===== config.mk =====
export PLATFORM = sky130hd
export DESIGN_NAME = crc32_length_framer
export DESIGN_NICKNAME = d
export VERILOG_FILES = /design/src/rtl/crclf_pkg.sv /design/src/rtl/crclf_front.sv /design/src/rtl/crclf_queue.sv /design/src/rtl/crclf_back.sv /design/src/rtl/crc32_length_framer.sv
export SDC_FILE = /design/constraint.sdc
export NUM_CORES = 1
export LEC_CHECK = 0
export ABC_AREA = 1
export BUFFER_PORTS_ARGS = -buffer_cell sky130_fd_sc_hd__buf_2
export CAP_MARGIN = 15
export CORE_ASPECT_RATIO = 0.6
export CORE_UTILIZATION = 40
export DETAILED_ROUTE_END_ITERATION = 10
export GPL_TIMING_DRIVEN = 0
export PLACE_DENSITY = 0.54
export SKIP_CTS_REPAIR_TIMING = 1
export SYNTH_ARGS = -nofsm -noshare
export SYNTH_HDL_FRONTEND = slang
export SYNTH_SLANG_ARGS = --single-unit

===== constraint.sdc =====
create_clock -name clk -period 5.6 [get_ports clk]
set_clock_uncertainty 0.1 [all_clocks]
set_input_delay 0.56 -clock clk [delete_from_list [all_inputs] [get_ports clk]]
set_output_delay 0.56 -clock clk [all_outputs]
set_load 0.02 [all_outputs]

===== src/rtl/crclf_pkg.sv =====
// shared types, constants and the byte-wise crc-32 update for the length framer
// no dependencies
package crclf_pkg;

	localparam logic [31:0] CRC_POLY_REFL = 32'hEDB8_8320;
	localparam logic [31:0] CRC_ALL_ONES  = 32'hFFFF_FFFF;
	localparam logic [7:0]  SYNC_RESET    = 8'hED;
	localparam logic [15:0] LEN_EXTRA     = 16'd4;

	localparam int QUEUE_DEPTH = 4;
	localparam int QPTR_W      = $clog2(QUEUE_DEPTH);
	localparam int QCNT_W      = $clog2(QUEUE_DEPTH + 1);

	typedef enum logic [1:0] {
		KIND_SYNC = 2'd0,
		KIND_LEN  = 2'd1,
		KIND_DATA = 2'd2,
		KIND_CRC  = 2'd3
	} kind_t;

	// position inside the full result sequence of one item
	typedef logic [2:0] step_t;
	localparam step_t STEP_SYNC   = 3'd0;
	localparam step_t STEP_LEN_LO = 3'd1;
	localparam step_t STEP_LEN_HI = 3'd2;
	localparam step_t STEP_DATA   = 3'd3;
	localparam step_t STEP_CRC0   = 3'd4;
	localparam step_t STEP_CRC1   = 3'd5;
	localparam step_t STEP_CRC2   = 3'd6;
	localparam step_t STEP_CRC3   = 3'd7;

	// one classified request between front and back
	typedef struct packed {
		logic [7:0]  data;
		logic        first;
		logic        final_byte;
		logic [15:0] len;
		logic [7:0]  sync;
		logic [31:0] crc;
	} item_t;

	// queue head as seen by the back part
	typedef struct packed {
		logic  valid;
		item_t item;
	} head_t;

	function automatic logic [31:0] crc_feed(input logic [31:0] acc, input logic [7:0] b);
		logic [31:0] c;
		c = acc ^ {24'd0, b};
		for (int k = 0; k < 8; k++) begin
			c = c[0] ? ((c >> 1) ^ CRC_POLY_REFL) : (c >> 1);
		end
		return c;
	endfunction

endpackage


===== src/rtl/crclf_front.sv =====
// front part: takes input requests, runs the crc and builds queue entries
// depends on crclf_pkg
module crclf_front (
	input  logic                 clk,
	input  logic                 arst_n,
	input  logic                 cfg_we,
	input  logic [7:0]           cfg_wdata,
	input  logic                 take,
	input  logic [7:0]           payload_byte,
	input  logic                 is_first,
	input  logic                 is_final,
	input  logic [15:0]          byte_count,
	output crclf_pkg::item_t     item
);
	import crclf_pkg::*;

	logic [31:0] crc_q;
	logic [7:0]  sync_q;
	logic [31:0] crc_next;

	assign crc_next = crc_feed(is_first ? CRC_ALL_ONES : crc_q, payload_byte);

	always_ff @(posedge clk or negedge arst_n) begin
		if (!arst_n) begin
			crc_q  <= CRC_ALL_ONES;
			sync_q <= SYNC_RESET;
		end else begin
			if (cfg_we) begin
				sync_q <= cfg_wdata;
			end
			if (take) begin
				crc_q <= is_final ? CRC_ALL_ONES : crc_next;
			end
		end
	end

	always_comb begin
		item.data       = payload_byte;
		item.first      = is_first;
		item.final_byte = is_final;
		item.len        = byte_count + LEN_EXTRA;   // wraps modulo 2^16
		item.sync       = sync_q;
		item.crc        = ~crc_next;
	end

endmodule


===== src/rtl/crclf_queue.sv =====
// short queue that decouples the front part from the back part
// depends on crclf_pkg
module crclf_queue (
	input  logic                 clk,
	input  logic                 arst_n,
	input  logic                 wr,
	input  crclf_pkg::item_t     wr_item,
	output logic                 full,
	input  logic                 rd,
	output crclf_pkg::head_t     head
);
	import crclf_pkg::*;

	item_t              mem_q [QUEUE_DEPTH];
	logic [QPTR_W-1:0]  wr_ptr_q;
	logic [QPTR_W-1:0]  rd_ptr_q;
	logic [QCNT_W-1:0]  count_q;
	logic               do_rd;

	assign full       = (count_q == QCNT_W'(QUEUE_DEPTH));
	assign head.valid = (count_q != '0);
	assign head.item  = mem_q[rd_ptr_q];
	assign do_rd      = rd && head.valid;

	always_ff @(posedge clk) begin
		if (wr) begin
			mem_q[wr_ptr_q] <= wr_item;
		end
	end

	always_ff @(posedge clk or negedge arst_n) begin
		if (!arst_n) begin
			wr_ptr_q <= '0;
			rd_ptr_q <= '0;
			count_q  <= '0;
		end else begin
			if (wr) begin
				wr_ptr_q <= wr_ptr_q + 1'b1;
			end
			if (do_rd) begin
				rd_ptr_q <= rd_ptr_q + 1'b1;
			end
			if (wr && !do_rd) begin
				count_q <= count_q + 1'b1;
			end else if (do_rd && !wr) begin
				count_q <= count_q - 1'b1;
			end
		end
	end

endmodule


===== src/rtl/crclf_back.sv =====
// back part: steps through the results of each queued request into the output register
// depends on crclf_pkg
module crclf_back (
	input  logic                 clk,
	input  logic                 arst_n,
	input  crclf_pkg::head_t     head,
	output logic                 deq,
	input  logic                 pop,
	output logic                 empty,
	output logic [7:0]           out_byte,
	output logic [1:0]           byte_kind,
	output logic                 frame_done,
	output logic                 run_last
);
	import crclf_pkg::*;

	logic       busy_q;
	step_t      step_q;
	logic       out_valid_q;
	logic [7:0] byte_q;
	kind_t      kind_q;
	logic       done_q;
	logic       last_q;

	step_t      pos;
	logic       pos_last;
	logic       load;
	logic [7:0] res_byte;
	kind_t      res_kind;

	// a request without first skips the header steps
	assign pos      = busy_q ? step_q : (head.item.first ? STEP_SYNC : STEP_DATA);
	assign pos_last = (pos == (head.item.final_byte ? STEP_CRC3 : STEP_DATA));
	assign load     = head.valid && (!out_valid_q || pop);
	assign deq      = load && pos_last;

	always_comb begin
		res_byte = head.item.data;
		res_kind = KIND_DATA;
		case (pos)
			STEP_SYNC: begin
				res_byte = head.item.sync;
				res_kind = KIND_SYNC;
			end
			STEP_LEN_LO: begin
				res_byte = head.item.len[7:0];
				res_kind = KIND_LEN;
			end
			STEP_LEN_HI: begin
				res_byte = head.item.len[15:8];
				res_kind = KIND_LEN;
			end
			STEP_CRC0: begin
				res_byte = head.item.crc[7:0];
				res_kind = KIND_CRC;
			end
			STEP_CRC1: begin
				res_byte = head.item.crc[15:8];
				res_kind = KIND_CRC;
			end
			STEP_CRC2: begin
				res_byte = head.item.crc[23:16];
				res_kind = KIND_CRC;
			end
			STEP_CRC3: begin
				res_byte = head.item.crc[31:24];
				res_kind = KIND_CRC;
			end
			default: begin
				res_byte = head.item.data;
				res_kind = KIND_DATA;
			end
		endcase
	end

	always_ff @(posedge clk or negedge arst_n) begin
		if (!arst_n) begin
			busy_q      <= 1'b0;
			step_q      <= STEP_SYNC;
			out_valid_q <= 1'b0;
		end else begin
			if (load) begin
				out_valid_q <= 1'b1;
				busy_q      <= !pos_last;
				step_q      <= pos + 1'b1;
			end else if (pop) begin
				out_valid_q <= 1'b0;
			end
		end
	end

	always_ff @(posedge clk) begin
		if (load) begin
			byte_q <= res_byte;
			kind_q <= res_kind;
			done_q <= (pos == STEP_CRC3);
			last_q <= pos_last;
		end
	end

	assign empty      = !out_valid_q;
	assign out_byte   = byte_q;
	assign byte_kind  = kind_q;
	assign frame_done = done_q;
	assign run_last   = last_q;

endmodule


===== src/rtl/crc32_length_framer.sv =====
// top level of the crc-32 length framer: front, request queue and back
// depends on crclf_pkg, crclf_front, crclf_queue, crclf_back
//
// usage
// input side is a queue write port: a byte is taken at a clock edge with push high
// and full low. is_first marks the first payload byte and carries byte_count; the
// framer then puts sync, length low and length high ahead of it. is_final marks the
// last payload byte and appends the four crc-32 bytes, least significant first.
// result side is a queue read port: while empty is low the oldest result byte is on
// out_byte/byte_kind/frame_done/run_last and it is taken at an edge with pop high.
// cfg_we/cfg_wdata write the sync byte; write it only while the block is idle.
// the first result of a byte passes through the request queue and then the output register.
// one result per cycle at the output register while pop stays high; a byte that gives n
// results (1 to 8) holds the result sequencer until all n are loaded, so plain payload
// bytes go through at one per cycle unless pop stalls. the crc update is a byte-wise step.
// a four-entry request queue lets input keep flowing while headers or crc bytes
// drain, and full rises only when that queue is full.
// reset: crc register to all ones, sync byte to 0xed, queue and output emptied.
// when pop stays low the output byte holds and the queue fills, then full is raised.
module crc32_length_framer (
	input  logic        clk,
	input  logic        arst_n,
	input  logic        cfg_we,
	input  logic [7:0]  cfg_wdata,
	input  logic        push,
	output logic        full,
	input  logic [7:0]  payload_byte,
	input  logic        is_first,
	input  logic        is_final,
	input  logic [15:0] byte_count,
	output logic        empty,
	input  logic        pop,
	output logic [7:0]  out_byte,
	output logic [1:0]  byte_kind,
	output logic        frame_done,
	output logic        run_last
);
	import crclf_pkg::*;

	item_t item;
	head_t head;
	logic  take;
	logic  deq;

	assign take = push && !full;

	crclf_front u_front (
		.clk          (clk),
		.arst_n       (arst_n),
		.cfg_we       (cfg_we),
		.cfg_wdata    (cfg_wdata),
		.take         (take),
		.payload_byte (payload_byte),
		.is_first     (is_first),
		.is_final     (is_final),
		.byte_count   (byte_count),
		.item         (item)
	);

	crclf_queue u_queue (
		.clk     (clk),
		.arst_n  (arst_n),
		.wr      (take),
		.wr_item (item),
		.full    (full),
		.rd      (deq),
		.head    (head)
	);

	crclf_back u_back (
		.clk        (clk),
		.arst_n     (arst_n),
		.head       (head),
		.deq        (deq),
		.pop        (pop),
		.empty      (empty),
		.out_byte   (out_byte),
		.byte_kind  (byte_kind),
		.frame_done (frame_done),
		.run_last   (run_last)
	);

endmodule


## Yosys cells after proc, flatten, opt, wreduce, memory -nomap -nowiden

Memories as Yosys holds them, arrays and structs flattened.
Cells that the tools add are included.

| operators by class | value |
|---|---|
| add/sub/neg operators | 6 |
| multiply operators | 0 |
| div/mod/pow operators | 0 |
| magnitude comparators | 0 |
| equal/unequal tests | 8 |
| shift-type cells | 0 |
| mux-type cells | 21 |
| bitwise gates (word level) | 10 |
| reductions and logical operators | 18 |

Operator list:

| kind | number |
|---|---|
| 32-bit two-way mux | 10 |
| 13-bit inverter with 14-bit output | 8 |
| 8-bit case mux with 7 select lines | 1 |
| 32-bit inverter | 1 |
| 32-bit by 8-bit bitwise XOR with 32-bit output | 1 |
| 16-bit by 3-bit adder with 16-bit output, second input constant | 1 |
| 3-bit equality test, second input constant | 5 |
| 3-bit two-way mux | 4 |
| 3-bit by 1-bit adder with 3-bit output, second input constant | 2 |
| 1-bit logical AND | 6 |
| 2-bit case mux with 3 select lines | 1 |
| 1-bit zero test | 5 |
| 2-bit by 1-bit adder with 2-bit output, second input constant | 2 |
| 1-bit two-way mux | 4 |
| 2-bit nonzero test | 2 |
| 4-bit OR reduction | 1 |
| 3-bit by 1-bit equality test with 1-bit output, second input constant | 1 |
| 3-bit by 2-bit equality test with 1-bit output, second input constant | 1 |
| 3-bit equality test | 1 |
| 3-bit zero test | 1 |
| 3-bit nonzero test | 1 |
| 3-bit by 1-bit subtractor with 3-bit output, second input constant | 1 |
| 2-bit two-way mux | 1 |
| 2-bit OR reduction | 1 |
| 1-bit logical OR | 1 |

| storage, ports and cells | value |
|---|---|
| flip-flop bits (word level) | 64 |
| latch bits | 0 |
| memory bits (writable) | 264 |
| ROM bits | 0 |
| input port bits | 39 |
| word-level logic and storage cells | 76 |
| memories | 1 |

Memories:

| memory | words | bits a word | read ports | clocked after Yosys merged registers in | write ports | RTL line | RTL |
|---|---|---|---|---|---|---|---|
| u_queue.mem_q | 4 | 66 | 1 | 0 | 1 | crclf_queue.sv:14 | `item_t mem_q [QUEUE_DEPTH];` |

## Logic depth before layout (Yosys ltp)

| depth | value |
|---|---|
| depth after elaboration | 19 |
| mapped depth | 18 |
| mapped depth without buffers | 16 |

## By module

A second synthesis with hierarchy kept.

| second synthesis, totals | value |
|---|---|
| cell total of the unflattened synthesis | 1459 |
| area, all modules | 15572.4 µm² |

By module, submodules not included:

| module | times used | cells each | area each (µm²) | seq. area each (µm²) |
|---|---|---|---|---|
| crclf_queue | 1 | 826 | 11068.1 | 8102.8 |
| crclf_front | 1 | 441 | 3173.0 | 1048.5 |
| crclf_back | 1 | 190 | 1321.3 | 485.5 |
| crc32_length_framer | 1 | 2 | 10.0 | 0.0 |

## Worst setup path after synthesis

OpenSTA, ideal clock, no wires.

| timing path | value |
|---|---|
| kind | input port to flip-flop |
| start | input push |
| end | memory u_queue.mem_q[0][0] (netlist name) (enable) |
| data arrival time | 3.794 ns |
| slack | 1.216 ns |
| cell stages on the path | 5 |
| path buffers | 1 |
| cell sequence | inv_1 -> nor2_1 -> inv_1 -> clkbuf_1 -> nor2_1 |

| on the way | value |
|---|---|
| cells in the longest elaborated chain, start to end | 3 |

Ends and longest elaborated chain:

| item | RTL line | RTL |
|---|---|---|
| start, declared | crc32_length_framer.sv:25 | `input logic push,` |
| 1-bit logical AND | crc32_length_framer.sv:45 | `assign take = push && !full;` |
| 1-bit two-way mux | crclf_queue.sv:26 | `if (wr) begin` |
| 1-bit two-way mux (implied by the code) | crclf_queue.sv:27 | `mem_q[wr_ptr_q] <= wr_item;` |
| end, declared | crclf_queue.sv:14 |  |

Every way passes these cells.

## Worst setup path after layout

| timing path | value |
|---|---|
| start | register u_queue.rd_ptr_q[0] |
| end | register u_back.byte_q[3] (netlist: u_back.out_byte[3]) (data pin) |

| on the way | value |
|---|---|
| cells in the longest elaborated chain, start to end | 5 |
| elaborated cells on any way between the ends | 11 |
| classes of those cells | 6 x eq/ne; 3 x mux; 1 x reduce/logical; 1 x memory |

Ends and longest elaborated chain:

| item | RTL line | RTL |
|---|---|---|
| start, declared | crclf_queue.sv:16 | `logic [QPTR_W-1:0] rd_ptr_q;` |
| start signal, assigned | crclf_queue.sv:41 | `rd_ptr_q <= rd_ptr_q + 1'b1;` |
| memory read 4 x 66 bit * | - |  |
| 2-bit two-way mux | crclf_back.sv:32 | `assign pos = busy_q ? step_q : (head.item.first ? STEP_SYNC : STEP_DATA);` |
| 3-bit two-way mux | crclf_back.sv:32 |  |
| 3-bit equality test, or another cell as far along | crclf_back.sv:40 | `case (pos)` |
| 8-bit case mux with 7 select lines * | crclf_back.sv:40 |  |
| named net u_back.res_byte[3] | crclf_back.sv:28 | `logic [7:0] res_byte;` |
| end signal, assigned | crclf_back.sv:94 | `byte_q <= res_byte;` |
| end, declared | crclf_back.sv:20 | `logic [7:0] byte_q;` |

Mark *: on every way through the listed nets, which the timed path passes. The rest lies on a longest branch.
A chain may end at the register's enable or synchronous reset.

==> impl_metrics.toml <==
[final_layout]
nets = 1435
n_antenna_cell = 0
final_area_um2 = 16500
layout-drive-gt1-share_pct = 14.5
fill_cells = 3281
syn_to_final_growth_pct = 14.4

[timing]
tightest_slew_ns = 1.11
rsz0062_at_grt = "false"
hold_viol = 0
drv_slew = 0
setup_viol = 0
tns_ns = 0
clock.fmax_ghz = 0.229
fin_crit_sh_pct = 77.9
relSlewSlack_pct = 25.8
finalCriticalPeriod_ns = 4.36

[logic_synthesis]
synth_edf_count = 276
synth_ff_type = "edfxtp_1"
synth_cell_types = 44
synth_fp_nets = 1342
async_reset_ff_share_pct = 15.9
synth_seq_area_share_pct = 66.6
synth_cells = 1291
yosysWarnings = 0
ys_ff_latch = 328
synth_area_um2 = 14500
avgSynthCellArea_um2 = 11.2

[flow_run]
maxCapViolCount = 0

[clocking]
cts_sinks = 328
clockBufferDepth = 3
cts_inserted_buffers = 30
cts_tree = "built"
root_buffer = "clkbuf_16"
h-tree-depth = 1
clock_latency_ns = 0.58
clk_pin_slew_ns = 0.06

[worst_hold_path]
min_to = "u_front.sync_q[4]"
whs_path_depth = 2
hold_path_class = "input pin to flop"
hold_path.startpoint = "cfg_wdata[4]"

[floorplanning]
die_w_um = 247
num_rows = 53
io_pins = 53
design.die.area_um2 = 36900
die_h_um = 149
start_util_pct = 41.0
core_um2 = 35300

[routing]
drtIter0Drc = 979
vias = 9953
drc = 0
drtPass1Iterations = 7
drt_wl_total_mm = 41.5
wl_per_cell_um = 22.1
ant_nets = 0
via_per_inst = 5.31

[critical_path]
crit_arrival_ns = 4.55
r2r-end = "u_back.out_byte[3]"
r2r_slack_ns = 1.24
r2r_cells = 14
cp-start-kind = "flop"
r2r_start = "u_queue.rd_ptr_q[0]"
critPathKind = "flop to flop"
required_ns = 5.78
critPathCaptureType = "flop"
crit_fanout = 10

[global_routing]
use_met2_pct = 30.2
use_met3_pct = 6.33
grt_max_degree = 35
top_usage_layer = "met1"
grt_pass1_wl_mm = 61.1
grt_pass1_vias = 9339
grt_overflow = 0
gr-usage-met1_pct = 36.8
grt_usage_pct = 22.8
antenna_found_initial = 1

[power]
ir_drop_uv = 299
internal-power_w = 0.00591
p_seq_share_pct = 39.2
p_clk_share_pct = 21.7
pwr-share-comb_pct = 39.1
leakage_nw = 6.20
p_sw_share_pct = 40.0
switchingPower_w = 0.00395
p_per_area_nw_per_um2 = 596

[placement]
dpl_cell_area_um2 = 15500
hpwl_mm = 29.2
io_buffers = 51
place_congestion = 0.885

[status]
status = "finished clean"
[layout make-up]
class,instances,area (um^2),share of cell area [%]
Buffer,56,243,1.47
Clock buffer,41,873,5.28
Clock inverter,15,148,0.892
Inverter,103,387,2.34
Multi-Input combinational cell,804,4230,25.5
Sequential cell,328,9640,58.3
Tap cell,467,584,3.53
Timing Repair Buffer,61,445,2.69
[per-layer routing]
layer  wire length [um]  part of all wire [%]
met1              20800                    50
met2              16100                    39
met3               4040                   9.7
met4                589                   1.4
met5                  0                     0
[power groups by stage]
stage                     clock, W  combinational [W]  sequential [W]
final                      0.00214            0.00386         0.00386
after global routing       0.00225            0.00420         0.00392
after CTS                  0.00217            0.00383         0.00386
after detailed placement         0            0.00380         0.00390
after global placement           0            0.00367         0.00399
after floorplan                  0            0.00224         0.00394
[metrics by stage]
step           util [%]  worst slack, ns  instances  power [W]  hold WS (ns)
3_3_place_gp       43.4            -1.73       1809    0.00766         0.362
4_1_cts            46.9             1.37       1874    0.00986        -0.151
3_5_place_dp       44.0             1.41       1818    0.00771         0.377
2_1_floorplan         -             1.22       1291    0.00618         0.164
5_1_grt            46.9             1.05       1875     0.0104         0.102
6_report           46.9             1.24       1875    0.00986         0.113
[logic make-up after synthesis]
family / share of synthesized area [%]
and+or+nand+nor: 14.0
xor gates and xnor gates: 4.07
DFF: 66.6
buffers and inverters: 4.35
AOI/OAI and AO/OA: 9.14
muxes: 0.701
adders and majority gates: 1.09
[synthesized netlist by cell type, types with 2 or more instances]
cell,number,area [um^2]
nor3_1,4,20.0
inv_2,3,11.3
o21ai_1,6,30.0
clkbuf_1,38,143
nand3_1,51,255
buf_6,2,22.5
buf_2,11,55.1
nand2_4,5,56.3
xnor2_1,15,131
ha_1,11,138
a21oi_2,2,17.5
o21ai_0,131,656
edfxtp_1,276,8290
xor2_1,44,385
buf_1,4,15.0
inv_1,99,372
xnor2_4,2,55.1
nand2_1,192,721
dfrtp_1,14,350
mux2_2,9,101
a22oi_1,4,30.0
nand4_1,4,25.0
o22ai_1,61,382
and2_1,7,43.8
or2_2,5,31.3
a21oi_1,28,140
nor2_2,2,12.5
dfstp_2,38,998
a22o_1,2,17.5
nor2_1,194,728
nor3b_1,5,37.5
nand2_2,10,62.6
[critical path, cell delays in order (launching register included)]
cell	delay (ns)
dfrtp_1	0.31
buf_2	0.18
clkbuf_1	0.63
nor2_1	0.11
o22ai_1	0.20
nand2_1	0.08
o21ai_0	0.18
inv_1	0.16
ha_1	0.22
inv_1	0.12
nand3_1	0.12
nor2_1	0.73
inv_1	0.38
o21ai_0	0.37
nand2_1	0.17
[cell usage in the layout, fill, tap and decap left out, types with 14 or more instances in the layout]
cell and n:
a21oi_1 28, buf_2 62, clkbuf_1 42, clkbuf_16 31, dfrtp_1 14, dfstp_2 38
edfxtp_1 276, inv_1 99, nand2_1 192, nand3_1 51, nor2_1 190, o21ai_0 131
o22ai_1 61, xnor2_1 15, xor2_1 44
[flip-flops by register name (all words and copies together) (netlist names)]
register            cells
u_back.busy_q           1
u_back.byte_kind        2
u_back.frame_done       1
u_back.out_byte         8
u_back.out_valid_q      1
u_back.run_last         1
u_back.step_q           3
u_front.crc_q          32
u_front.sync_q          8
u_queue.count_q         3
u_queue.mem_q         264
u_queue.rd_ptr_q        2
u_queue.wr_ptr_q        2
[worst max path at each step]
stage / slack [ns] / to / depth (start not counted) / start
2_1_floorplan: 1.22 / u_queue.mem_q[0][0] / 5 / push
3_3_place_gp: -1.73 / u_queue.mem_q[0][44] / 6 / push
3_5_place_dp: 1.41 / u_back.out_byte[3] / 14 / u_queue.rd_ptr_q[0]
4_1_cts: 1.37 / u_back.out_byte[3] / 14 / u_queue.rd_ptr_q[0]
5_1_grt: 1.05 / u_back.out_byte[3] / 14 / u_queue.rd_ptr_q[0]
6_report: 1.24 / u_back.out_byte[3] / 14 / u_queue.rd_ptr_q[0]
Power figures use the tool's default switching activity.
